$ cat src/rtl/core/scel_ram.sv
// Generic single-write, single-read synchronous RAM with registered read data.
// Standalone; used for both the ring store and the staging store.
`timescale 1ns / 1ps

module scel_ram #(
  parameter int unsigned WIDTH = 64,
  parameter int unsigned DEPTH = 16
) (
  input  logic                                      clk_i,
  input  logic                                      we_i,
  input  logic [((DEPTH > 1) ? $clog2(DEPTH) : 1)-1:0] waddr_i,
  input  logic [WIDTH-1:0]                          wdata_i,
  input  logic [((DEPTH > 1) ? $clog2(DEPTH) : 1)-1:0] raddr_i,
  output logic [WIDTH-1:0]                          rdata_o
);

  logic [WIDTH-1:0] mem_q [DEPTH];
  logic [WIDTH-1:0] rdata_q;

  // One write and one registered read per cycle
  always_ff @(posedge clk_i) begin
    if (we_i) begin
      mem_q[waddr_i] <= wdata_i;
    end
    rdata_q <= mem_q[raddr_i];
  end

  assign rdata_o = rdata_q;

endmodule

$ cat config.mk
export PLATFORM = sky130hd
export DESIGN_NAME = scel_ram
export DESIGN_NICKNAME = d
export VERILOG_FILES = /design/src/rtl/core/scel_ram.sv
export SDC_FILE = /design/constraint.sdc
export NUM_CORES = 1
export LEC_CHECK = 0
export BUFFER_PORTS_ARGS = -buffer_cell sky130_fd_sc_hd__buf_2
export CORE_MARGIN = 2
export CORE_UTILIZATION = 60
export DETAILED_ROUTE_END_ITERATION = 16
export HOLD_SLACK_MARGIN = 0.05
export PLACE_DENSITY_LB_ADDON = 0.05
export RECOVER_POWER = 100
export SLEW_MARGIN = 10
export SYNTH_ARGS = -nofsm -noshare
export SYNTH_HDL_FRONTEND = slang
export SYNTH_SLANG_ARGS = --single-unit
export TNS_END_PERCENT = 30
$ cat constraint.sdc
create_clock -name clk_i -period 15.1 [get_ports clk_i]
set_input_delay 2.265 -clock clk_i [delete_from_list [all_inputs] [get_ports clk_i]]
set_output_delay 2.265 -clock clk_i [all_outputs]
set_load 0.05 [all_outputs]
### After elaboration in Yosys (flattened, before gate mapping)

Memories as Yosys holds them, arrays and structs flattened. A register that Yosys moved wholly into a read port is not among the register bits.
Cells that the tools add are included.

| storage, ports and cells | value |
|---|---|
| memories | 1 |
| output and inout bits | 64 |
| flip-flop bits (word level) | 0 |
| bits in writable memories | 1024 |

Memories:

| memory | words | bits a word | read ports | clocked after memory_dff | write ports | RTL line | RTL |
|---|---|---|---|---|---|---|---|
| mem_q | 16 | 64 | 1 | 1 | 1 | 17 | `logic [WIDTH-1:0] mem_q [DEPTH];` |

| operators by class | value |
|---|---|
| mux-type cells | 2 |

Operator list:

| operator | count |
|---|---|
| 1-bit two-way mux | 2 |

### Logic depth before layout (Yosys ltp)

| logic depth | value |
|---|---|
| depth in word-level cells | 2 |
| gate-level depth with buffers | 6 |

### Worst setup path before layout

No wires, ideal clock.

| path | value |
|---|---|
| path kind | in2reg |
| start point | in waddr_i[2] (netlist bit) |
| end point | mem mem_q[0][0], enable pin |
| buffers on the path | 0 |
| data required time | 14.535 ns |
| stages on the path | 2 |
| data arrival time | 7.128 ns |
| setup time | 0.565 ns |
| setup slack | 7.406 ns |
| cells stage by stage | or3b_2 nor3_1 |

RTL lines:

| element | RTL line | RTL |
|---|---|---|
| start, declared | 11 | `input logic [((DEPTH > 1) ? $clog2(DEPTH) : 1)-1:0] waddr_i,` |
| end, declared | 17 |  |

No word-level cell before the write port.

### Worst setup path in the final report

| path | value |
|---|---|
| start point | in waddr_i[1] (netlist bit) |
| end point | mem mem_q[15][9], enable pin |

No word-level cell before the write port.

==> flow_summary.ini <==
[layout]
layout.cell_area.non_filler_sq_mm = 0.04435
fraction_of_final_layout_cells_sized_beyond_drive_strength_1 = 0.2237
finish.net_count = 1914
synthToLayoutAreaGrowth_pct = 12.05

[setup_path]
critical_path_cell_with_the_highest_stage_delay = clkbuf_1
criticalPathCategory = primary input to flop
worstPathArrival_ns = 8.14
setup.worst_path.end = mem_q[15][9]
slowest_delay_ns = 2.96
critical_path.reg2reg.endpoint = rdata_o[23]
r2r_start = mem_q[7][23]
rr_worst_depth = 3
critical_path_peak_fanout = 44
data_required_time_at_the_worst_endpoint_ns = 15.26
worst_setup_path_end_kind = flop
cp_cell_sequence = clkbuf_1 > nand2_1 > nor2_1 > clkbuf_1
crit_cells = 4
crit_family = buffers and inverters
timing.reg2reg.setup_slack_ns = 13.76
most_frequent_cell_on_critical_path = clkbuf_1
worstPathBufferInverterCount = 2
startpoint = waddr_i[1]
critPathLaunchType = primary input

[global_routing]
grt_first_pass_wirelength_mm = 122.6
gr-usage-met1 = 0.3568
grt_pass1_vias = 18377
grt_max_degree = 165
all_layer_global_routing_usage = 0.2550
globalRoute.totalOverflow = 0
global_route.usage.met2 = 0.4206
met3_track_usage_gr = 0.04186
number_of_antenna_violations_at_the_first_check_in_global_routing = 7
global_route.peak_usage_layer = met2

[routing]
avgViaCountPerCell = 6.401
drt_drc_violations_left = 0
drt_first_pass_iters = 5
detailroute.via_count = 17883
first_iter_violations = 2067
post_route_wl_mm = 84.65
detail_route.wl_per_cell_um = 30.30
final_antenna_net_count = 0

[clock_network]
clock_tree.htree_level_count = 3
clockBufferDepth = 3
tritoncts = yes
clkLatencyLatePin_ns = 0.66
postCtsHoldBufs = 0
cts.sink_count = 1088
cts_resized = 0
cts_root_buffer = clkbuf_16
postCtsSetupBuffers = 0
cts_buffers = 105
clkTransAtPathRegs_ns = 0.06

[placed_design]
place.gp.congestion = 0.7046
place_ws_ns = 9.135
place.port_buffers = 137
dp.final_hpwl_mm = 39.38
placed_area_sq_mm = 0.04131

[sta]
finalMaxSlewViolations = 1166
totalNegativeSetupSlack_ns = 0
worstMarginPinSlew_ns = 5.877
clock-skew-final_ns = 0.01789
fin_crit_ns = 7.975
fin_crit_sh = 0.5282
hold_violations = 0
finalWorstSetupSlack_ns = 7.125
setup-violations-final = 0
rsz_0062_raised_after_global_routing = no
max_freq_mhz = 125.4
timing.max_slew.rel_slack = -2.918

[pwr]
share_clk_of_total_power = 0.405
power_density_mw_per_mm2 = 142.1
power.switching_uw = 1323
total_power_uw = 6302
seq_power_share = 0.540
internal_power_uw = 4979
power.share.combinational = 0.054
ir_drop_v = 0.0001109
total_leakage_power_uw = 0.01390
power.switching_fraction = 0.2099

[logic_synthesis]
ys_seq_area_frac = 0.8092
number_of_different_library_cells_in_the_post_synthesis_netlist = 18
ys_seq_elements = 1088
synthTopCellsByArea = edfxtp_1 78%, mux4_2 15%, dfxtp_1 3.2%
yosysTopAreaCell = edfxtp_1
synthesized_area_per_cell_sq_um = 24.03
synth_fp_nets = 1721
netlist.area_leader.share = 0.7769
synth_warnings = 0
syn_area_sq_mm = 0.03958
netlist_instances = 1647

[die]
initial_core_util = 0.6042
floorplan.die.height_um = 260.8
dieArea_sq_mm = 0.06804
placeableCoreArea_sq_mm = 0.06551
chipWidth_um = 260.8
placementRows = 94
top_level_ports = 138

[min_path]
min-delay-path-class = flop to flop

[flow_run]
cap_viol_max_count = 33

[run_status]
run_status = finished, violations left
failing_checks = capacitance limit, slew limit
-- worst min-delay path by stage --
stage               slack, ns  cells past startpoint          end           from
global route             0.69                      3  rdata_o[41]  mem_q[14][41]
detailed placement       0.65                      3  rdata_o[28]  mem_q[14][28]
CTS                      0.66                      3  rdata_o[22]  mem_q[14][22]
finish                   0.66                      3  rdata_o[19]  mem_q[14][19]
floorplan                0.63                      3   rdata_o[0]   mem_q[14][0]
global placement         0.64                      3  rdata_o[19]  mem_q[14][19]
-- power by group through the flow --
stage          Clock (uW)  Combinational (uW)  Sequential [uW]
3_3_place_gp            0                 345             3460
3_5_place_dp            0                 352             3460
6_report             2550                 343             3400
2_1_floorplan           0                 161             3530
4_1_cts              2600                 352             3400
5_1_grt              2710                 366             3410
-- logic make-up after synthesis --
kind of cell           share of synthesized area
multiplexers                              0.1457
AO/OA/AOI/OAI                            0.02428
AND/OR/NAND/NOR                         0.009420
flip-flops                                0.8092
buffers and inverters                    0.01141
-- tightest hold or removal path, cell delays in order, from the launching register on --
cell      delay [ns]
edfxtp_1        0.31
mux4_2          0.22
a22oi_1         0.05
nand2_1         0.05
-- cells in the final DEF (no fill, tap or decap), drive strengths merged, types with 2 or more instances in the layout --
cell      count
edfxtp     1024
clkbuf      295
mux4        256
a22oi       128
nand2        65
dfxtp        64
clkinv       38
buf          14
nor2         13
bufinv       10
inv           5
nor3          4
diode         3
nor2b         2
nand3b        2
nand2b        2
clkinvlp      2
-- metal layers --
metal  up-vias  routed length, um
li1       7447                  -
met1      9585              33510
met2       685              42970
met3       158               5790
met4         8               2334
met5         -                 44
-- synthesized netlist by cell type --
master / number
or3b_2: 1
dfxtp_1: 64
mux4_2: 256
edfxtp_1: 1024
buf_6: 13
nand2b_1: 2
buf_4: 6
nand2_1: 65
nand3b_1: 2
a22oi_1: 128
nand3_1: 1
clkbuf_1: 36
nor2b_1: 2
and2_1: 1
nor3_1: 4
nor2_1: 13
buf_2: 13
buf_1: 16
-- per-stage QoR --
step / hold slack (ns) / util / instances
after CTS: 0.6640 / 0.6822 / 2791
after global routing: 0.6874 / 0.6770 / 2794
after global placement: 0.6440 / 0.6306 / 2597
final: 0.6617 / 0.6770 / 2794
after floorplan: 0.6349 / - / 1647
after detailed placement: 0.6545 / 0.6306 / 2597
-- sequential cells by signal, indices dropped and copies added (netlist names) --
name     count
mem_q     1024
rdata_o     64
-- cell type report --
cell class / count / area, sq um
sequential: 1088 / 32030
multi-input combinational: 475 / 7154
tap: 864 / 1081
timing repair buffer: 170 / 700.7
fill: 4091 / 21160
clock buffer: 139 / 2825
clock inverter: 55 / 553.0
antenna: 3 / 7.507
(Power assumes the default switching activity.)
