### src/rtl/core/scel_pkg.sv
// Shared types and constants for the staged circular event log.
// Depends on nothing; every other file but scel_ram imports it.
`timescale 1ns / 1ps

package scel_pkg;

  // Store sizes
  localparam int unsigned RING_DEPTH  = 256;
  localparam int unsigned STAGE_DEPTH = 16;

  // Derived widths: addresses, counts and the combined entry count
  localparam int unsigned RING_AW  = (RING_DEPTH > 1) ? $clog2(RING_DEPTH) : 1;
  localparam int unsigned RING_CW  = $clog2(RING_DEPTH + 1);
  localparam int unsigned STAGE_AW = (STAGE_DEPTH > 1) ? $clog2(STAGE_DEPTH) : 1;
  localparam int unsigned STAGE_CW = $clog2(STAGE_DEPTH + 1);
  localparam int unsigned TOT_W    = $clog2(RING_DEPTH + STAGE_DEPTH + 1);

  // Fixed field widths of the stream beats
  localparam int unsigned EVENT_W = 64;
  localparam int unsigned INDEX_W = 9;
  localparam int unsigned TOTAL_W = 9;
  localparam int unsigned CMP_W   = (TOT_W > INDEX_W) ? TOT_W : INDEX_W;

  // Item opcodes
  typedef enum logic [1:0] {
    OP_LOG   = 2'd0,
    OP_READ  = 2'd1,
    OP_FLUSH = 2'd2,
    OP_CLEAR = 2'd3
  } op_e;

  // Sequencer states
  typedef enum logic [2:0] {
    ST_IDLE,
    ST_EXEC,
    ST_DRAIN,
    ST_RD_WAIT,
    ST_RESP
  } state_e;

  // Result of one item, handed from the sequencer to the output stage
  typedef struct packed {
    logic               status;
    logic [EVENT_W-1:0] entry;
    logic [TOTAL_W-1:0] total;
    logic               persist;
  } result_t;

  // Write and read requests towards the two memories
  typedef struct packed {
    logic                we;
    logic [RING_AW-1:0]  waddr;
    logic [EVENT_W-1:0]  wdata;
    logic [RING_AW-1:0]  raddr;
  } ring_req_t;

  typedef struct packed {
    logic                we;
    logic [STAGE_AW-1:0] waddr;
    logic [EVENT_W-1:0]  wdata;
    logic [STAGE_AW-1:0] raddr;
  } stage_req_t;

endpackage

### src/rtl/core/scel_out.sv
// Output register of the event log: holds one result beat until it is taken.
// Depends on scel_pkg for the result type.
`timescale 1ns / 1ps

module scel_out
  import scel_pkg::*;
(
  input  logic    clk_i,
  input  logic    rst_ni,
  input  logic    load_i,
  input  result_t res_i,
  output logic    free_o,
  output logic    valid_o,
  input  logic    ready_i,
  output result_t res_o
);

  logic    valid_q, valid_d;
  result_t res_q;

  // Free when empty or when the held beat leaves this cycle
  assign free_o = !valid_q || ready_i;

  always_comb begin
    valid_d = valid_q;
    if (load_i) begin
      valid_d = 1'b1;
    end else if (ready_i) begin
      valid_d = 1'b0;
    end
  end

  always_ff @(posedge clk_i or negedge rst_ni) begin
    if (!rst_ni) begin
      valid_q <= 1'b0;
    end else begin
      valid_q <= valid_d;
    end
  end

  // Payload needs no reset
  always_ff @(posedge clk_i) begin
    if (load_i) begin
      res_q <= res_i;
    end
  end

  assign valid_o = valid_q;
  assign res_o   = res_q;

endmodule

### config.mk
export PLATFORM = sky130hd
export DESIGN_NAME = scel_out
export DESIGN_NICKNAME = d
export VERILOG_FILES = /design/src/rtl/core/scel_pkg.sv /design/src/rtl/core/scel_out.sv
export SDC_FILE = /design/constraint.sdc
export NUM_CORES = 1
export LEC_CHECK = 0
export BUFFER_PORTS_ARGS = -buffer_cell sky130_fd_sc_hd__clkbuf_2
export CORE_MARGIN = 3
export CORE_UTILIZATION = 40
export DETAILED_ROUTE_END_ITERATION = 16
export GPL_TIMING_DRIVEN = 1
export MAX_ROUTING_LAYER = met4
export PLACE_DENSITY = 0.77
export RECOVER_POWER = 50
export SETUP_SLACK_MARGIN = 0.4
export SLEW_MARGIN = 5
export SYNTH_ARGS = -nofsm -noshare
export SYNTH_HDL_FRONTEND = slang
export SYNTH_SLANG_ARGS = --single-unit
### constraint.sdc
create_clock -name clk_i -period 0.8 [get_ports clk_i]
set_input_delay 0.12 -clock clk_i [delete_from_list [all_inputs] [get_ports clk_i]]
set_output_delay 0.12 -clock clk_i [all_outputs]
set_load 0.05 [all_outputs]
* Word level (Yosys, flattened, before mapping)
Index checks and enable logic that the tools add are counted.
Widths: inputs -> output; s select.
** Word-level totals
- Word-level logic and storage cells :: 10
- Bits of input ports :: 79
- Flip-flop bits (word level) :: 76
** Operators by class
- Multiplexer cells :: 2
- Reductions and logical operators :: 3
** Operator list (number)
- $mux 1 :: 2
- $reduce_bool 2->1 :: 1
- $logic_not 1->1 :: 1
- $logic_or 1x1->1 :: 1

* Logic depth before layout (Yosys ltp)
Gate-level depths: netlist of run 1.
- Word-level depth :: 2
- Gate-level depth with buffers :: 2

* Worst setup path after synthesis of run 1
No wires, ideal clock.
- Kind :: reg-to-reg
- Start :: reg, netlist name valid_o
- End :: reg valid_q, in the netlist valid_o
- Setup time :: 0.069 ns
- Path slack :: -0.233 ns
- Data required time :: 0.731 ns
- Path buffers :: 0
- Clock period less this slack :: 1.033 ns
- Data arrival time :: 0.964 ns
- Stages on the path, launching flop included :: 3
- Path through :: dfrtp_1 -> nand2b_4 -> nand2b_2
** RTL lines
- end signal, assigned :: line scel_out.sv:37 : valid_q <= valid_d;
- end, declared :: line scel_out.sv:18 : logic valid_q, valid_d;

* Worst setup path in the final report of run 1
- Start :: reg valid_q, in the netlist valid_o
- End :: out free_o
** Between the ends
- Longest elaborated chain between the ends :: 2
** RTL lines
- $logic_not 1->1 :: line scel_out.sv:22 : assign free_o = !valid_q || ready_i;
- $logic_or 1x1->1 :: line scel_out.sv:22
- end, declared :: line scel_out.sv:12 : output logic free_o,
Every way passes these cells.

==> results of run 1 <==
## cell usage after synthesis, drive strengths merged
master / number
edfxtp: 75
nand2b: 2
dfrtp: 1
## kinds of logic after synthesis
group / share of synthesized area [%]
flip-flops: 99.0
AND/OR/NAND/NOR: 0.979
## report_power, final
group | switching (uW) | internal, uW | total [uW]
Combinational | 1410 | 960 | 2370
Clock | 1290 | 1420 | 2710
Sequential | 168 | 4730 | 4900
## per-stage QoR
step                      utilization (%)  instance area, sq um  std cells  setup TNS (ns)
after floorplan                         -                  2310         78          -0.142
after global placement               60.4                  3220        305          -0.610
after detailed placement             60.4                  3220        305           -1.60
after CTS                            79.2                  4230        326          -18.71
after global routing                 80.3                  4290        327          -21.19
final                                80.3                  4290        327          -17.89
## timing repair
action | CTS | global route
hold endpoints to repair | 76 | 75
resized for setup | 161 | 28
cloned | 5 | 1
pin swaps | 0 | 0
buffers inserted | 0 | 0
endpoints found under the setup margin | 153 | 86
## flip-flops by register name (all words and copies together) (netlist names)
signal / flops
valid_o: 1
res_o: 75
## worst max-delay path by stage
stage	from	to	slack, ns
2_1_floorplan	valid_o$_DFFE_PN0P_	valid_o$_DFFE_PN0P_	-0.1
3_3_place_gp	load_i	res_o[63]$_DFFE_PP_	-0.02
3_5_place_dp	load_i	res_o[62]$_DFFE_PP_	-0.04
4_1_cts	valid_o$_DFFE_PN0P_	free_o	-0.33
5_1_grt	res_o[18]$_DFFE_PP_	res_o[18]	-0.36
6_report	valid_o$_DFFE_PN0P_	free_o	-0.32
## worst register-to-register path: cells and delay by family (launching register included)
kind,cells,cell delay [ns]
and+or+nand+nor,2,0.15
DFF,1,0.42
## cell type report
class	instances	area, sq um	share of cell area, %
multi-input combinational	2	27.5	0.642
clock buffer	12	135	3.15
timing repair buffer	164	1720	40.1
clock inverter	3	38.8	0.905
sequential	76	2280	53.2
tap	70	87.6	2.04
## placed cells by master, fill, tap and decap left out
| cell type | count |
|---|---|
| clkbuf_4 | 1 |
| buf_12 | 2 |
| edfxtp_1 | 75 |
| buf_16 | 7 |
| clkinv_2 | 1 |
| clkbuf_8 | 57 |
| dlygate4sd3_1 | 1 |
| clkbuf_16 | 1 |
| nand2b_4 | 2 |
| buf_8 | 27 |
| dfrtp_2 | 1 |
| bufinv_16 | 1 |
| clkinv_1 | 1 |
| clkbuf_2 | 71 |
| clkbuf_1 | 9 |
## routing by layer
metal,wire [um],GRT usage [%],vias to the layer above
met5,0,-,-
met4,257,11.3,0
met3,763,10.2,17
met2,3610,36.8,106
met1,2200,20.6,710
li1,-,-,669
==> impl_metrics.ini, run 1 <==
[yosys]
synth_cell_types = 4
yosys.area.top_type_share_pct = 97.9
yosys-top-cells-area = edfxtp_1 98%, dfrtp_1 1.1%, nand2b_4 0.60%
ys_seq_elements = 76
syn-num-nets = 157
synthCells = 78
synth_area_per_cell_sq_um = 29.5
synth_top_cell_by_area = edfxtp_1
yosysWarnings = 0
ys_seq_area_share_pct = 99.0
synthesis.area_sq_um = 2300

[timing]
skew_ns = 0
relSlewSlack_pct = 88.6
finalHoldViolCount = 71
setup_ws_ns = -0.319
fmax_mhz = 894
finalSetupViolCount = 77
fin_crit_ns = 1.12
period_share_pct = 140
hold_ws_ns = -0.0479
worst_slew_pin_slew_ns = 0.171
maxSlewViolCount = 0
rsz0062_at_grt = true

[min_path]
holdPathStages = 1
hold_end = res_o[7]$_DFFE_PP_
hold_class = in2reg
worstHoldStart = res_i[7]

[critical_path]
crit_path_top_delay_cell = dfrtp_2
r2r-end = valid_o$_DFFE_PN0P_
cp.depth = 2
cpPeakStageDelay_ns = 0.42
endpoint_kind = output pin
r2r_slack_ns = 0.12
worstPathCellList = nand2b_4 > buf_12
critical-path-top-delay-family = flip-flops
crit_required_ns = 0.68
rr_startpoint = valid_o$_DFFE_PN0P_
cp-start-kind = register
crit_type = reg2out
worstPathMaxFanout = 2
crit_buf_inv = 1
rr_worst_depth = 2
crit_arrival_ns = 1.00

[drt]
drtAntennaViolNets = 0
drt_iter0_markers = 39
vias = 1502
post-route-drc-count = 0
drt-total-wl_um = 6830
wl_per_cell_um = 20.9
detail_route.vias_per_cell = 4.59
first_pass_iters = 4

[finish]
syn_to_final_growth_pct = 86.4
num-fill-cells = 272
fin_nets = 332
drive_above_1_share_pct = 66.5
n_antenna_cell = 0

[status]
status = complete, but fails checks
failed_checks = hold timing, setup timing

[clock_tree]
cts_sinks = 76
numCtsBuffers = 9
clockBufferDepth = 2
h-tree-depth = 3
cts_root_buffer = clkbuf_8
holdBufCountCts = 1
clkLatencyLatePin_ns = 0.33
cts_tree = done
cts.clk_slew.worst_paths_ns = 0.08

[die]
start_util_pct = 43.1
dieArea_sq_um = 6700
dieHeight_um = 81.8
core_area_sq_um = 5340
std_cell_rows = 26
die_w_um = 81.8
io_pins = 156

[pwr]
p_per_area_nw_per_um2 = 2330
power_leakage_uw = 0.00183
peakVddDrop_v = 0.00161
power_uw = 9980

[place]
portBuffers = 155
dpl_worst_slack_ns = -0.0358
gp_congestion = 0.727

[global_route]
grt_pass1_vias = 1715
grt_usage_pct = 21.8
grt.overflow.total = 0
grt_pass1_wl_um = 9350
grt_max_degree = 18
grt_antenna_before_repair = 0

[flow_run]
cap_violations = 0
(Power assumes the default switching activity.)
==> run 2, diff against run 1 <==
Settings changed: CORE_MARGIN 3 to 1.5.
==> run 2 against run 1 <==
Largest power group unchanged; largest cell class unchanged; the run still ends with hold timing, setup timing left; register-to-register slack worse by 0.27 ns; combinational power hardly changed; via count is 5.5% higher; hold slack hardly changed.
==> impl_metrics.ini, run 2 (synthesis gave the netlist of run 1 again) <==
[timing]
setup_ws_ns = -0.332
skew_ns = 0
finalSetupViolCount = 78
worst_slew_pin_slew_ns = 0.161
maxSlewViolCount = 0
fin_crit_ns = 1.13
period_share_pct = 142
tns_ns = -19.17
finalHoldViolCount = 68
relSlewSlack_pct = 89.3
fmax_mhz = 883
hold_ws_ns = -0.0483
rsz0062_at_grt = true

[critical_path]
worstPathMaxFanout = 2
crit_arrival_ns = 1.01
endpoint_kind = output pin
worstPathCellList = nand2b_4 > clkbuf_16
crit_required_ns = 0.68
rr_startpoint = valid_o$_DFFE_PN0P_
r2r-end = valid_o$_DFFE_PN0P_
crit_type = reg2out
cpPeakStageDelay_ns = 0.43
rr_worst_depth = 5
critical-path-top-delay-family = flip-flops
crit_path_top_delay_cell = dfrtp_2
cp-start-kind = register
crit_buf_inv = 1
r2r_slack_ns = -0.15

[die]
die_w_um = 78.8
std_cell_rows = 27
dieArea_sq_um = 6210
start_util_pct = 41.5
dieHeight_um = 78.8
io_pins = 156
core_area_sq_um = 5540

[clock_tree]
cts.clk_slew.worst_paths_ns = 0.09
clockBufferDepth = 2
h-tree-depth = 3
numCtsBuffers = 9
clkLatencyLatePin_ns = 0.33
holdBufCountCts = 1
cts_root_buffer = clkbuf_8
cts_sinks = 76
cts_tree = done

[status]
failed_checks = hold timing, setup timing
status = complete, but fails checks

[drt]
wl_per_cell_um = 22.1
drt-total-wl_um = 7330
post-route-drc-count = 0
drtAntennaViolNets = 0
drt_iter0_markers = 122
first_pass_iters = 4
detail_route.vias_per_cell = 4.79
vias = 1584

[min_path]
holdPathStages = 1
hold_class = in2reg
hold_end = res_o[64]$_DFFE_PP_
worstHoldStart = res_i[64]

[finish]
final_common_cell = edfxtp_1
largest_reg_flops = 75
drive_above_1_share_pct = 64.9
fin_nets = 333
layout.cells.non_filler = 331
final_cell_mix = 75 x edfxtp_1, 62 x clkbuf_2, 52 x clkbuf_8, 32 x buf_8, 15 x clkbuf_1
syn_to_final_growth_pct = 86.1
n_antenna_cell = 0

[global_route]
grt_pass1_vias = 1676
grt_pass1_wl_um = 9670
grt_antenna_before_repair = 0
grt_usage_pct = 23.7
grt.overflow.total = 0
grt_max_degree = 21

[flow_run]
cap_violations = 0

[place]
dp.cells = 308
hpwl_um = 3750
portBuffers = 155
gp_congestion = 0.709

[pwr]
power_leakage_uw = 0.00180
peakVddDrop_v = 0.00134
p_per_area_nw_per_um2 = 2380
run 2: worst reg2reg max path, delay by kind of cell (launching register included):
kind	cells	cell delay, ns
flip-flops	1	0.43
buffers and inverters	3	0.29
AND/OR/NAND/NOR	2	0.13
run 2: how the worst max path moves through the flow:
stage | startpoint | end | slack (ns) | cells after the start
finish | valid_o$_DFFE_PN0P_ | free_o | -0.33 | 2
global route | valid_o$_DFFE_PN0P_ | free_o | -0.36 | 2
global placement | valid_o$_DFFE_PN0P_ | free_o | -0.05 | 2
CTS | valid_o$_DFFE_PN0P_ | free_o | -0.34 | 2
floorplan | valid_o$_DFFE_PN0P_ | valid_o$_DFFE_PN0P_ | -0.1 | 2
detailed placement | valid_o$_DFFE_PN0P_ | free_o | -0.05 | 2
run 2: cell type report:
class,instances,area [sq um]
clock inverter,7,76.3
timing repair buffer,165,1680
tap,72,90.1
fill,284,1260
clock buffer,9,124
multi-input combinational,2,27.5
sequential,76,2280
run 2: layer usage:
| metal | up-vias | part of all wire (%) | GRT usage, % |
|---|---|---|---|
| met2 | 108 | 57 | 42.0 |
| li1 | 672 | - | - |
| met4 | 0 | 2.1 | 11.2 |
| met1 | 791 | 35 | 23.9 |
| met5 | - | 0 | - |
| met3 | 13 | 6.3 | 7.01 |
run 2: where the power goes:
group          switching, uW  internal (uW)
Sequential               186           4730
Clock                   1460           1460
Combinational           1420            949
run 2: repair_timing:
| action | CTS | global route |
|---|---|---|
| setup buffers | 1 | 1 |
| cloned | 3 | 1 |
| hold endpoints to repair | 76 | 74 |
| gates resized for setup | 162 | 33 |
| setup endpoints to repair | 153 | 84 |
run 2: stage by stage:
stage	total power, uW	hold WS, ns	setup WS, ns	util [%]	instance area, sq um
after global routing	10500	-0.0669	-0.365	77.2	4280
after floorplan	6030	-0.176	-0.0992	-	2310
after global placement	6570	-0.105	-0.0500	58.1	3220
after detailed placement	6610	-0.0997	-0.0546	58.1	3220
after CTS	10100	-0.0729	-0.338	76.2	4220
final	10200	-0.0483	-0.332	77.2	4280
==> run 3, diff against run 2 <==
Settings changed: ABC_AREA from default to 1, CORE_MARGIN 1.5 to 1.
==> run 3 against run 2 <==
The flow still finishes with violations (hold timing, setup timing); clock-buffer cell count up 3; register-to-register slack better by 0.09 ns; utilization up 0.81 points; combinational power about the same; first-iteration DRC count down 50%; global-route usage up 0.97 points; sequential cell count unchanged; highest routed layer unchanged.
==> impl_metrics.ini, run 3 <==
[clock_tree]
holdBufCountCts = 1
cts.clk_slew.worst_paths_ns = 0.08
clockBufferDepth = 2
cts_tree = done
h-tree-depth = 3
cts_sinks = 76
clkLatencyLatePin_ns = 0.34
cts_root_buffer = clkbuf_8
numCtsBuffers = 9

[place]
placed_area_sq_um = 3230
dpl_worst_slack_ns = -0.0715
hpwl_um = 3610
portBuffers = 155
gp_congestion = 0.714

[critical_path]
crit_path_top_delay_cell = dfrtp_2
endpoint_kind = output pin
crit_arrival_ns = 1.04
worstPathCellList = nand2_8 > clkbuf_16
critical-path-top-delay-family = flip-flops
worstPathMaxFanout = 2
cpPeakStageDelay_ns = 0.46
crit_type = reg2out
crit_buf_inv = 1
crit_required_ns = 0.68
cp-start-kind = register

[die]
core_area_sq_um = 5510
io_pins = 156
start_util_pct = 41.7
dieArea_sq_um = 6050
dieHeight_um = 77.8
std_cell_rows = 27
die_w_um = 77.8

[yosys]
ys_seq_area_share_pct = 99.1
synthCells = 80
synth_xor_area_share_pct = 0
synthArstFlopShare_pct = 1.32
synth_top_family_by_area = simple AND/OR/NAND/NOR gates
syn-num-nets = 159
synthMuxAreaShare_pct = 0
yosysMostFrequentCell = edfxtp_1
synth_ff_type = edfxtp_1
synthTopCellsByCount = 75 x edfxtp_1, 2 x inv_1, 2 x nand2_2
synth_cell_types = 4
synth_area_per_cell_sq_um = 28.7
yosysWarnings = 0
synthSimpleGateAreaFrac_pct = 0.545
synth_compound_area_share_pct = 0
yosys.area_share.adder_pct = 0
ys_seq_elements = 76
yosys-top-cells-area = edfxtp_1 98%, dfrtp_1 1.1%, nand2_2 0.54%
yosys.area.top_type_share_pct = 98.0
synth_top_cell_by_area = edfxtp_1
synth_edf_count = 75
synthesis.area_sq_um = 2300

[finish]
n_antenna_cell = 0
multi_input_area_sq_um = 26.3
largest_reg_flops = 75
final_area_sq_um = 4300
drive_above_1_share_pct = 66.3
fin_nets = 335
seq_area_sq_um = 2280
num-fill-cells = 266
final_core_util_pct = 78.1
final_common_cell = edfxtp_1
final_cell_mix = 75 x edfxtp_1, 69 x clkbuf_2, 61 x clkbuf_8, 24 x buf_8, 10 x clkbuf_1
syn_to_final_growth_pct = 87.1

[drt]
drt_iter0_markers = 61
vias = 1547
post-route-drc-count = 0
detail_route.vias_per_cell = 4.65
drtAntennaViolNets = 0
first_pass_iters = 4
wl_per_cell_um = 21.7
drt-total-wl_um = 7220

[pwr]
p_per_area_nw_per_um2 = 2370
peakVddDrop_v = 0.00167
power_uw = 10200
power_leakage_uw = 0.00182

[timing]
finalSetupViolCount = 78
period_share_pct = 145
tns_ns = -18.55
finalHoldViolCount = 70
skew_ns = 0
worst_slew_pin_slew_ns = 0.184
rsz0062_at_grt = true
relSlewSlack_pct = 87.7
hold_ws_ns = -0.0510
maxSlewViolCount = 0
fin_crit_ns = 1.16
setup_ws_ns = -0.357
fmax_mhz = 864

[min_path]
hold_class = in2reg

[status]
failed_checks = hold timing, setup timing
status = complete, but fails checks

[global_route]
grt_antenna_before_repair = 0
grt_usage_pct = 24.6
grt.overflow.total = 0
grt_max_degree = 20
grt-busiest-layer = met2
grt.met2_usage_pct = 41.5
use_met3_pct = 11.1
grt_pass1_vias = 1737
grt_use_met1_pct = 22.7
grt_pass1_wl_um = 9740

[flow_run]
cap_violations = 0
==> run 3: changes by cell type after synthesis <==
cell      before  now
nand2b_2       1    0
nand2b_4       1    0
inv_1          0    2
nand2_2        0    2
==> run 3: routing by layer <==
layer  part of all wire (%)  wire (um)
met1                     33       2380
met2                     55       3990
met3                    9.4        679
met4                    2.4        170
met5                      0          0
==> run 3: report_power, final <==
part	total [uW]	internal, uW	switching, uW
Clock	2880	1530	1360
Sequential	4910	4730	177
Combinational	2370	947	1430
Total	10200	7200	2960
==> run 3: cells by family (layout without fill, tap and decap cells) <==
group	Yosys count	count (layout)
flip-flops	76	76
AND/OR/NAND/NOR	2	2
buffers and inverters	2	183
==> run 3: stage by stage <==
step	hold WS [ns]	std cells
6_report	-0.0510	333
5_1_grt	-0.0775	333
4_1_cts	-0.0574	332
3_5_place_dp	-0.104	310
3_3_place_gp	-0.105	310
2_1_floorplan	-0.176	80
==> run 3: final cells by class <==
| cell class | instances | share of cell area, % |
|---|---|---|
| Clock inverter | 4 | 1.16 |
| Sequential cell | 76 | 53.0 |
| Timing Repair Buffer | 165 | 39.6 |
| Multi-Input combinational cell | 2 | 0.611 |
| Clock buffer | 12 | 3.38 |
| Tap cell | 72 | 2.10 |
| Inverter | 2 | 0.175 |
==> run 3: final timing paths <==
check | start | end | slack (ns) | cells after the start
min in group asynchronous | rst_ni | valid_o$_DFFE_PN0P_ | 0.15 | 2
min | res_i[50] | res_o[50]$_DFFE_PP_ | -0.05 | 1
max reg2reg | valid_o$_DFFE_PN0P_ | valid_o$_DFFE_PN0P_ | -0.06 | 4
min reg2reg | valid_o$_DFFE_PN0P_ | valid_o$_DFFE_PN0P_ | 0.78 | 4
max in group asynchronous | rst_ni | valid_o$_DFFE_PN0P_ | 0.55 | 2
max | valid_o$_DFFE_PN0P_ | free_o | -0.36 | 2
==> run 3: what timing repair did <==
item	CTS	global route
endpoints found under the setup margin	153	78
endpoints found under the hold margin	76	75
gates cloned	5	0
buffers inserted	0	1
resized for setup	164	24
