<file path="src/rtl/core/scel_pkg.sv">
// Shared types and constants for the staged circular event log.
// Depends on nothing; every other file but scel_ram imports it.
`timescale 1ns / 1ps

package scel_pkg;

  // Store sizes
  localparam int unsigned RING_DEPTH  = 256;
  localparam int unsigned STAGE_DEPTH = 16;

  // Derived widths: addresses, counts and the combined entry count
  localparam int unsigned RING_AW  = (RING_DEPTH > 1) ? $clog2(RING_DEPTH) : 1;
  localparam int unsigned RING_CW  = $clog2(RING_DEPTH + 1);
  localparam int unsigned STAGE_AW = (STAGE_DEPTH > 1) ? $clog2(STAGE_DEPTH) : 1;
  localparam int unsigned STAGE_CW = $clog2(STAGE_DEPTH + 1);
  localparam int unsigned TOT_W    = $clog2(RING_DEPTH + STAGE_DEPTH + 1);

  // Fixed field widths of the stream beats
  localparam int unsigned EVENT_W = 64;
  localparam int unsigned INDEX_W = 9;
  localparam int unsigned TOTAL_W = 9;
  localparam int unsigned CMP_W   = (TOT_W > INDEX_W) ? TOT_W : INDEX_W;

  // Item opcodes
  typedef enum logic [1:0] {
    OP_LOG   = 2'd0,
    OP_READ  = 2'd1,
    OP_FLUSH = 2'd2,
    OP_CLEAR = 2'd3
  } op_e;

  // Sequencer states
  typedef enum logic [2:0] {
    ST_IDLE,
    ST_EXEC,
    ST_DRAIN,
    ST_RD_WAIT,
    ST_RESP
  } state_e;

  // Result of one item, handed from the sequencer to the output stage
  typedef struct packed {
    logic               status;
    logic [EVENT_W-1:0] entry;
    logic [TOTAL_W-1:0] total;
    logic               persist;
  } result_t;

  // Write and read requests towards the two memories
  typedef struct packed {
    logic                we;
    logic [RING_AW-1:0]  waddr;
    logic [EVENT_W-1:0]  wdata;
    logic [RING_AW-1:0]  raddr;
  } ring_req_t;

  typedef struct packed {
    logic                we;
    logic [STAGE_AW-1:0] waddr;
    logic [EVENT_W-1:0]  wdata;
    logic [STAGE_AW-1:0] raddr;
  } stage_req_t;

endpackage

</file>
<file path="src/rtl/core/scel_seq.sv">
// Sequencer of the event log: counters, pointers and the read-modify-write
// steps over the ring and staging memories. Depends on scel_pkg.
`timescale 1ns / 1ps

module scel_seq
  import scel_pkg::*;
(
  input  logic               clk_i,
  input  logic               rst_ni,
  // incoming item
  input  logic               in_valid_i,
  output logic               in_ready_o,
  input  op_e                in_op_i,
  input  logic [EVENT_W-1:0] in_event_i,
  input  logic               in_crit_i,
  input  logic [INDEX_W-1:0] in_index_i,
  // memories
  output ring_req_t          ring_req_o,
  input  logic [EVENT_W-1:0] ring_rdata_i,
  output stage_req_t         stage_req_o,
  input  logic [EVENT_W-1:0] stage_rdata_i,
  // result towards the output register
  input  logic               out_free_i,
  output logic               out_load_o,
  output result_t            out_res_o
);

  state_e              state_q, state_d;
  op_e                 op_q, op_d;
  logic [EVENT_W-1:0]  ev_q, ev_d;
  logic                crit_q, crit_d;
  logic [INDEX_W-1:0]  idx_q, idx_d;
  logic [RING_CW-1:0]  ring_count_q, ring_count_d;
  logic [RING_AW-1:0]  oldest_q, oldest_d;
  logic [RING_AW-1:0]  next_q, next_d;
  logic [STAGE_CW-1:0] stage_count_q, stage_count_d;
  logic                dirty_q, dirty_d;
  logic [STAGE_CW-1:0] rd_k_q, rd_k_d;
  logic                logged_q, logged_d;
  logic                rd_ring_q, rd_ring_d;
  logic                res_status_q, res_status_d;
  logic [EVENT_W-1:0]  res_ev_q, res_ev_d;
  logic                res_persist_q, res_persist_d;

  logic [TOT_W-1:0]    total;
  logic [CMP_W-1:0]    total_c, idx_c, ring_c, stage_off;
  logic [RING_AW:0]    ring_sum, ring_wrap;
  logic [RING_AW-1:0]  ring_rd_addr;
  logic                stage_full;

  function automatic logic [RING_AW-1:0] ring_inc(input logic [RING_AW-1:0] ptr);
    logic [RING_AW-1:0] nxt;
    if (ptr == RING_AW'(RING_DEPTH - 1)) begin
      nxt = '0;
    end else begin
      nxt = ptr + 1'b1;
    end
    return nxt;
  endfunction

  // Entry count and logical-index mapping
  assign total     = TOT_W'(ring_count_q) + TOT_W'(stage_count_q);
  assign total_c   = CMP_W'(total);
  assign idx_c     = CMP_W'(idx_q);
  assign ring_c    = CMP_W'(ring_count_q);
  assign stage_off = idx_c - ring_c;
  assign ring_sum  = {1'b0, oldest_q} + {1'b0, idx_c[RING_AW-1:0]};
  assign ring_wrap = ring_sum - (RING_AW + 1)'(RING_DEPTH);
  assign ring_rd_addr = (ring_sum >= (RING_AW + 1)'(RING_DEPTH)) ?
                        ring_wrap[RING_AW-1:0] : ring_sum[RING_AW-1:0];
  assign stage_full = (stage_count_q == STAGE_CW'(STAGE_DEPTH));

  // Result beat, built from the final counters
  assign out_res_o.status  = res_status_q;
  assign out_res_o.entry   = res_ev_q;
  assign out_res_o.total   = total_c[TOTAL_W-1:0];
  assign out_res_o.persist = res_persist_q;

  // Next state and memory requests
  always_comb begin
    state_d       = state_q;
    op_d          = op_q;
    ev_d          = ev_q;
    crit_d        = crit_q;
    idx_d         = idx_q;
    ring_count_d  = ring_count_q;
    oldest_d      = oldest_q;
    next_d        = next_q;
    stage_count_d = stage_count_q;
    dirty_d       = dirty_q;
    rd_k_d        = rd_k_q;
    logged_d      = logged_q;
    rd_ring_d     = rd_ring_q;
    res_status_d  = res_status_q;
    res_ev_d      = res_ev_q;
    res_persist_d = res_persist_q;

    ring_req_o       = '0;
    ring_req_o.raddr = ring_rd_addr;
    stage_req_o       = '0;
    stage_req_o.raddr = rd_k_q[STAGE_AW-1:0];

    in_ready_o = 1'b0;
    out_load_o = 1'b0;

    unique case (state_q)
      ST_IDLE: begin
        in_ready_o = 1'b1;
        if (in_valid_i) begin
          op_d          = in_op_i;
          ev_d          = in_event_i;
          crit_d        = in_crit_i;
          idx_d         = in_index_i;
          logged_d      = 1'b0;
          res_status_d  = 1'b0;
          res_ev_d      = '0;
          res_persist_d = 1'b0;
          state_d       = ST_EXEC;
        end
      end

      ST_EXEC: begin
        unique case (op_q)
          OP_LOG: begin
            if (logged_q) begin
              // critical: flush the staging store after the event went in
              res_persist_d     = 1'b1;
              dirty_d           = 1'b0;
              stage_req_o.raddr = '0;
              rd_k_d            = STAGE_CW'(1);
              state_d           = ST_DRAIN;
            end else if (stage_full) begin
              // make room first; come back here to stage the event
              stage_req_o.raddr = '0;
              rd_k_d            = STAGE_CW'(1);
              state_d           = ST_DRAIN;
            end else begin
              stage_req_o.we    = 1'b1;
              stage_req_o.waddr = stage_count_q[STAGE_AW-1:0];
              stage_req_o.wdata = ev_q;
              stage_count_d     = stage_count_q + 1'b1;
              dirty_d           = 1'b1;
              logged_d          = 1'b1;
              state_d           = crit_q ? ST_EXEC : ST_RESP;
            end
          end
          OP_READ: begin
            if (idx_c >= total_c) begin
              res_status_d = 1'b1;
              state_d      = ST_RESP;
            end else begin
              rd_ring_d         = (idx_c < ring_c);
              stage_req_o.raddr = stage_off[STAGE_AW-1:0];
              state_d           = ST_RD_WAIT;
            end
          end
          OP_FLUSH: begin
            if (dirty_q && (stage_count_q != '0)) begin
              res_persist_d     = 1'b1;
              dirty_d           = 1'b0;
              stage_req_o.raddr = '0;
              rd_k_d            = STAGE_CW'(1);
              state_d           = ST_DRAIN;
            end else begin
              res_persist_d = dirty_q;
              dirty_d       = 1'b0;
              state_d       = ST_RESP;
            end
          end
          OP_CLEAR: begin
            ring_count_d  = '0;
            oldest_d      = '0;
            next_d        = '0;
            stage_count_d = '0;
            dirty_d       = 1'b0;
            state_d       = ST_RESP;
          end
          default: state_d = ST_RESP;
        endcase
      end

      ST_DRAIN: begin
        // one staged entry per cycle into the ring, overwriting the oldest when full
        ring_req_o.we    = 1'b1;
        ring_req_o.waddr = next_q;
        ring_req_o.wdata = stage_rdata_i;
        next_d           = ring_inc(next_q);
        if (ring_count_q < RING_CW'(RING_DEPTH)) begin
          ring_count_d = ring_count_q + 1'b1;
        end else begin
          oldest_d = ring_inc(oldest_q);
        end
        if (rd_k_q < stage_count_q) begin
          stage_req_o.raddr = rd_k_q[STAGE_AW-1:0];
          rd_k_d            = rd_k_q + 1'b1;
        end else begin
          stage_count_d = '0;
          state_d       = ((op_q == OP_LOG) && !logged_q) ? ST_EXEC : ST_RESP;
        end
      end

      ST_RD_WAIT: begin
        res_ev_d = rd_ring_q ? ring_rdata_i : stage_rdata_i;
        state_d  = ST_RESP;
      end

      ST_RESP: begin
        if (out_free_i) begin
          out_load_o = 1'b1;
          state_d    = ST_IDLE;
        end
      end

      default: state_d = ST_IDLE;
    endcase
  end

  // State register
  always_ff @(posedge clk_i or negedge rst_ni) begin
    if (!rst_ni) begin
      state_q <= ST_IDLE;
    end else begin
      state_q <= state_d;
    end
  end

  // Control state: counters, pointers and flags
  always_ff @(posedge clk_i or negedge rst_ni) begin
    if (!rst_ni) begin
      ring_count_q  <= '0;
      oldest_q      <= '0;
      next_q        <= '0;
      stage_count_q <= '0;
      dirty_q       <= 1'b0;
      rd_k_q        <= '0;
      logged_q      <= 1'b0;
      rd_ring_q     <= 1'b0;
      op_q          <= OP_LOG;
    end else begin
      ring_count_q  <= ring_count_d;
      oldest_q      <= oldest_d;
      next_q        <= next_d;
      stage_count_q <= stage_count_d;
      dirty_q       <= dirty_d;
      rd_k_q        <= rd_k_d;
      logged_q      <= logged_d;
      rd_ring_q     <= rd_ring_d;
      op_q          <= op_d;
    end
  end

  // Item payload and result under construction
  always_ff @(posedge clk_i) begin
    ev_q          <= ev_d;
    crit_q        <= crit_d;
    idx_q         <= idx_d;
    res_status_q  <= res_status_d;
    res_ev_q      <= res_ev_d;
    res_persist_q <= res_persist_d;
  end

endmodule

</file>
<file path="config.mk">
export PLATFORM = sky130hd
export DESIGN_NAME = scel_seq
export DESIGN_NICKNAME = d
export VERILOG_FILES = /design/src/rtl/core/scel_pkg.sv /design/src/rtl/core/scel_seq.sv
export SDC_FILE = /design/constraint.sdc
export NUM_CORES = 1
export LEC_CHECK = 0
export ABC_AREA = 1
export BUFFER_PORTS_ARGS = -buffer_cell sky130_fd_sc_hd__buf_2
export CAP_MARGIN = 20
export CORE_AREA = 2 2 170 172
export CTS_CLUSTER_DIAMETER = 40
export DETAILED_ROUTE_END_ITERATION = 8
export DIE_AREA = 0 0 172 174
export PLACE_DENSITY = 0.74
export SYNTH_ARGS = -nofsm -noshare
export SYNTH_HDL_FRONTEND = slang
export SYNTH_SLANG_ARGS = --single-unit
</file>
<file path="constraint.sdc">
create_clock -name clk_i -period 10.2 [get_ports clk_i]
set_clock_uncertainty 0.05 [all_clocks]
set_input_delay 2.04 -clock clk_i [delete_from_list [all_inputs] [get_ports clk_i]]
set_output_delay 2.04 -clock clk_i [all_outputs]
set_load 0.01 [all_outputs]
</file>
# --- After elaboration in Yosys (flattened, before gate mapping) ---
# Cells that the tools add are included.
word_totals:
  latchBits: 0
  memories: 0
  inputBits: 208
  register_bits: 183
  ram_bits: 0
  romBits: 0
classes:
  n_lt_le_gt_ge: 5
  mul: 0
  mux: 64
  n_reduce_logical: 24
  n_eq_ne: 28
  addsub: 9
  div: 0
  bitwise_logic: 1
  shifts: 0
ops:
  columns: ["operator", "count"]
  rows:
  - ["two-way mux 69 bit", 4]
  - ["two-way mux 64 bit", 2]
  - ["one-hot mux 64 bit (2 select lines)", 1]
  - ["two-way mux 73 bit", 1]
  - ["two-way mux 8 bit", 5]
  - ["one-hot mux 5 bit (2 select lines)", 4]
  - ["two-way mux 5 bit", 7]
  - ["one-hot mux 8 bit (2 select lines)", 2]
  - ["two-way mux 3 bit", 9]
  - ["two-way mux 4 bit", 5]
  - ["two-way mux 9 bit", 2]
  - ["one-hot mux 9 bit (2 select lines)", 1]
  - ["AND reduction 3 bit", 6]
  - ["adder 8 x 1 -> 8 bit, second input constant", 2]
  - ["equality test 8 bit, second input constant", 2]
  - ["inequality test 2 bit, second input constant", 8]
  - ["inequality test 3 bit, second input constant", 5]
  - ["one-hot mux 3 bit (5 select lines)", 1]
  - ["two-way mux 1 bit", 13]
  - ["one-hot mux 3 bit (4 select lines)", 1]
  - ["one-hot mux 4 bit (3 select lines)", 1]
  - ["adder 5 x 1 -> 5 bit, second input constant", 2]
  - ["one-hot mux 1 bit (2 select lines)", 5]
  - ["AND reduction 5 bit", 2]
  - ["29 further kinds", 40]

# --- Logic depth before layout (Yosys ltp) ---
logic_depth:
  depth_word: 5
  depth_mapped: 20
  ltp_nobuf: 20

# --- Worst setup path after synthesis ---
# No wires, ideal clock.
synth_timing:
  kind: "input to register"
  start: "input in_valid_i"
  end: "register res_ev_q[0], enable pin"
  arrival_ns: 7.800
  stages: 4
  setup_time_ns: 0.574
  slack_ns: 1.776
  cell_sequence: "inv_1 -> nor2_1 -> inv_1 -> o21ai_0"
synth_via:
  elab_chain_len: 2
synth_rtl:
  columns: ["item", "line", "text"]
  rows:
  - ["from (decl)", "scel_seq.sv:11", "input logic in_valid_i,"]
  - ["inequality test 2 bit (no source line)", null, null]
  - ["AND reduction 2 bit (no source line)", null, null]
  - ["to (signal assigned)", "scel_seq.sv:258", "res_ev_q <= res_ev_d;"]
  - ["to (decl)", "scel_seq.sv:42", "logic [EVENT_W-1:0] res_ev_q, res_ev_d;"]
# No other way between the ends.
# A chain may end at the register's enable or synchronous reset.

==> results.md <==
- After floorplanning, the core was divided into 62 placement rows.
- The total routed wirelength is 30,380 um.
- The type of the worst setup path is flip-flop to output pin.
- The post-route clock period utilization is 62.78%.
- The top-area cell type share of the netlist area is 41.36%.
- After synthesis, the share of flip-flops with an asynchronous set or reset is 23.50%.
- In this run the worst hold path is classified as flip-flop to flip-flop.
- The total via count after detailed routing is 9,209.
- Once detail routing completed, the nets flagged for antenna violations numbered 0.
- The post-cts resize count is 0.
- For this configuration, the core starts out at a cell density of 35.99%.
- The post-route total power is 2.963 mW.
- The total number of yosys warnings is 0.
- Hold repair after CTS inserted 0 buffers.
- The internal power summed over all cells is 1.744 mW.
- The most used flip-flop cell after synthesis is sky130_fd_sc_hd__edfxtp_1.
- For the worst setup path, the data required time is 8110 ps.
- The DRC violation total after the first TritonRoute iteration is 725.
- The count of unresolved DRC violations after routing is 0.
- The family with the most delay on the worst path is compound AO/OA/AOI/OAI gates.
- Sorting the synthesized cells by area gives the leading types as sky130_fd_sc_hd__edfxtp_1 41%, sky130_fd_sc_hd__dfrtp_1 11%, sky130_fd_sc_hd__inv_1 9.6%.
- The biggest area consumer among synthesized cells is sky130_fd_sc_hd__edfxtp_1.
- The delay of the slowest critical-path stage is 490 ps.
- After clock tree synthesis, the setup repair step added 0 buffers.
- The I/O pin total is 439.
- The congestion estimate from routability-driven global placement came to 0.8833.
- The switching part of the total power is 41.14%.
- Buffers inserted during clock tree synthesis total 17.
- The initial antenna violation count is 3.
- The flow ran to the end, and the final reports show no timing, DRC or antenna violations.
- The height of the die is 174 um.
- The share of cells above drive strength 1 is 32.49%.
- For this design the static power due to leakage is 7.230 nW.
- The number of fill cells in the layout is 2,793.
- In this run the power density over the cells is 222.3 nW/um2.
- Setup violations remaining at the end of the flow were counted as 0.
- The clock passes through at most 2 buffers.
- The max-capacitance violation count is 0.
- Setup repair after global routing left no endpoint under its margin.
- The CTS H-tree depth is 4.
- The worst vdd rail ir drop is 0.0001460 V.
- The final-report hold violation count was 0.
- The routed wirelength normalized by instance count is 15.17 um.
- The synthesized area per cell is 8.606 um2.
- The critical path arrival is 4310 ps.
- The post-synth net total is 1,432.
- The routed via count divided by cell count is 4.598.
- After synthesis the cells add up to 10,160 um2.
- The slowest stage of the critical path is the sky130_fd_sc_hd__dfrtp_1 cell.
- The worst setup path is launched from a flip-flop.
- The total number of nets in the final design is 1,854.
- The via count of the first global-routing pass is 8,712.
- The sequential cell fraction of total power is 38.7%.
- Entering global routing, the biggest net connects 87 pins.
- The die covers 29,930 um2.
- The count of buffers inserted at the top-level ports is 438.
- The highest attainable clock frequency is 156.2 MHz.
- The clock tree root buffer cell is sky130_fd_sc_hd__clkbuf_16.
- At the pin with the least slew margin, the transition time is 1024 ps.
- The aggregate global routing overflow is 0.
- The endpoint type of the worst setup path is an output pin.
- After the flow finishes, the layout carries non-filler instances totaling 2,003.
- The core region area is 28,240 um2.
- From synthesis to final layout, the design area changed by 31.17%.
- The signal on the critical path passes through ha_1 > inv_1 > fa_1 > o21ai_0 > nand2_1 > a21oi_1 > nand3_1 > xor2_1 > inv_1 > ha_1 > nand2_1 > inv_1 > nand2_1 > nor2_1 > a21boi_0 > nand4_1 > o21ai_0 > buf_2.
- Synthesis produced a netlist whose cell count is 1,181.
- The length of the first detailed-routing pass in iterations is 5.
- Across every metal layer, demand over resource in global routing totals 19.59%.
- In the final timing run, aggregate negative setup slack is 0 ps.
- Summing the sequential cell areas from Yosys gives 51.95% of the chip area.
- The first global-routing pass estimated 45,680 um of wire.
- The dominant cell by count in the synthesized netlist is sky130_fd_sc_hd__inv_1.
- Including well taps, the total number of placed cells is 1,966.
- The count of clock tree sinks is 183.
- The die extent in x is 172 um.
- After synthesis, the netlist uses 47 different library cells.
- The headroom to the max-slew limit is 31.72%.
- The wire-length estimate of the detail-placed layout is 23,510 um.
- The later-pin clock latency in the skew report is 430 ps.
- The post-synthesis sequential element count is 183.
- The share of total power in combinational logic is 37.5%.
- The count of pins over their slew limit is 0.
- The highest net fanout along the worst path is 7.
- The clock network fraction of total power is 23.8%.
- The clock tree from TritonCTS is done.
- The power spent charging and discharging nets is 1.219 mW.
- The clock period could shrink to 6404 ps.
- Yosys mapped a number of flops with a built-in enable equal to 140.
- By count the netlist is led by 260 x sky130_fd_sc_hd__inv_1, 206 x sky130_fd_sc_hd__nand2_1, 170 x sky130_fd_sc_hd__nor2_1.
- The sum of buffers and inverters on the critical path is 4.
- Clock-pin slew was measured on the worst setup and hold paths at 80 ps.
-- state kept, by name, summed over array words and instances (netlist names) --
name,cells
crit_q,1
dirty_q,1
ev_q,64
idx_c,9
logged_q,1
next_q,8
oldest_q,8
op_q,2
rd_k_q,5
rd_ring_q,1
res_ev_q,64
res_persist_q,1
res_status_q,1
ring_c,9
stage_count_q,5
state_q,3
-- power groups by stage --
stage / Sequential, mW / Clock, mW / Combinational [mW]
2_1_floorplan: 1.17 / 0 / 0.709
3_3_place_gp: 1.16 / 0 / 1.09
3_5_place_dp: 1.16 / 0 / 1.11
4_1_cts: 1.15 / 0.723 / 1.11
5_1_grt: 1.17 / 0.752 / 1.24
6_report: 1.15 / 0.705 / 1.11
-- layout by cell type, fill, tap and decap left out, types with 4 or more instances in the layout --
cell type                   Yosys  final
sky130_fd_sc_hd__a21oi_1       32     32
sky130_fd_sc_hd__buf_2         20    438
sky130_fd_sc_hd__buf_4          3      5
sky130_fd_sc_hd__clkbuf_16      0     17
sky130_fd_sc_hd__dfrtp_1       43     42
sky130_fd_sc_hd__edfxtp_1     140    140
sky130_fd_sc_hd__ha_1          40     40
sky130_fd_sc_hd__inv_1        260    260
sky130_fd_sc_hd__inv_12         0      6
sky130_fd_sc_hd__inv_2         10     10
sky130_fd_sc_hd__inv_8          0      4
sky130_fd_sc_hd__nand2_1      206    206
sky130_fd_sc_hd__nand2_2        8      8
sky130_fd_sc_hd__nand3_1       25     25
sky130_fd_sc_hd__nand4_1       11     11
sky130_fd_sc_hd__nor2_1       170    168
sky130_fd_sc_hd__nor2_2         4      4
sky130_fd_sc_hd__nor2_4         4      6
sky130_fd_sc_hd__nor3_1         8      8
sky130_fd_sc_hd__o21ai_0       96     95
sky130_fd_sc_hd__o21ai_1        9      9
sky130_fd_sc_hd__o22ai_1        8      8
sky130_fd_sc_hd__xnor2_1        8      8
sky130_fd_sc_hd__xor2_1        21     21
-- layer usage --
metal | GRT usage, % | share of wire (%)
met5 | 0 | 0
met1 | 24.24 | 41
met3 | 4.212 | 7.5
met4 | 6.162 | 2.5
met2 | 33.97 | 49
-- cell families after synthesis --
kind of cell / synth area share (%)
AND/OR/NAND/NOR: 18.81
buffers and inverters: 12.56
flip-flops: 51.95
AO/OA/AOI/OAI: 8.667
adder cells (fa/ha/maj): 5.515
XOR/XNOR: 2.499
-- worst paths after layout --
path                                 from             end  slack, ps  cells after the start
worst max register to register  ring_c[0]      state_q[0]       6400                     17
worst max-delay path            ring_c[0]  stage_req_o[0]       3800                     18
max in group asynchronous          rst_ni       rd_ring_q       8260                      2
worst min-delay path            next_q[7]       next_q[7]        450                      2
worst min register to register  next_q[7]       next_q[7]        450                      2
min in group asynchronous          rst_ni     oldest_q[4]       1360                      1
-- worst min-delay path, delay by kind of cell (launching register included) --
| family | cells | cell delay, ps |
|---|---|---|
| AND/OR/NAND/NOR | 1 | 50 |
| AO/OA/AOI/OAI | 1 | 60 |
| flip-flops | 1 | 350 |
-- metrics by stage --
step	instance area, um2	hold WS, ps	util (%)	worst slack, ps
floorplan	10160	408.8	-	1776
global placement	12660	430.6	44.82	4548
detailed placement	12660	440.5	44.82	4350
CTS	13280	459.4	47.04	3849
global route	13330	520.4	47.21	3383
finish	13330	453.5	47.21	3796
-- cell type report --
class                      count  area [um2]  share of cell area (%)
timing repair buffer         445        2270                   17.02
tap                          384       480.5                   3.604
sequential                   183        5284                   39.63
clock buffer                  17       425.4                   3.191
antenna                        3       7.507                 0.05631
clock inverter                15       201.4                   1.511
multi-input combinational    683        3633                   27.25
inverter                     273        1030                   7.724
No activity file was read; power rests on OpenSTA's default activity.
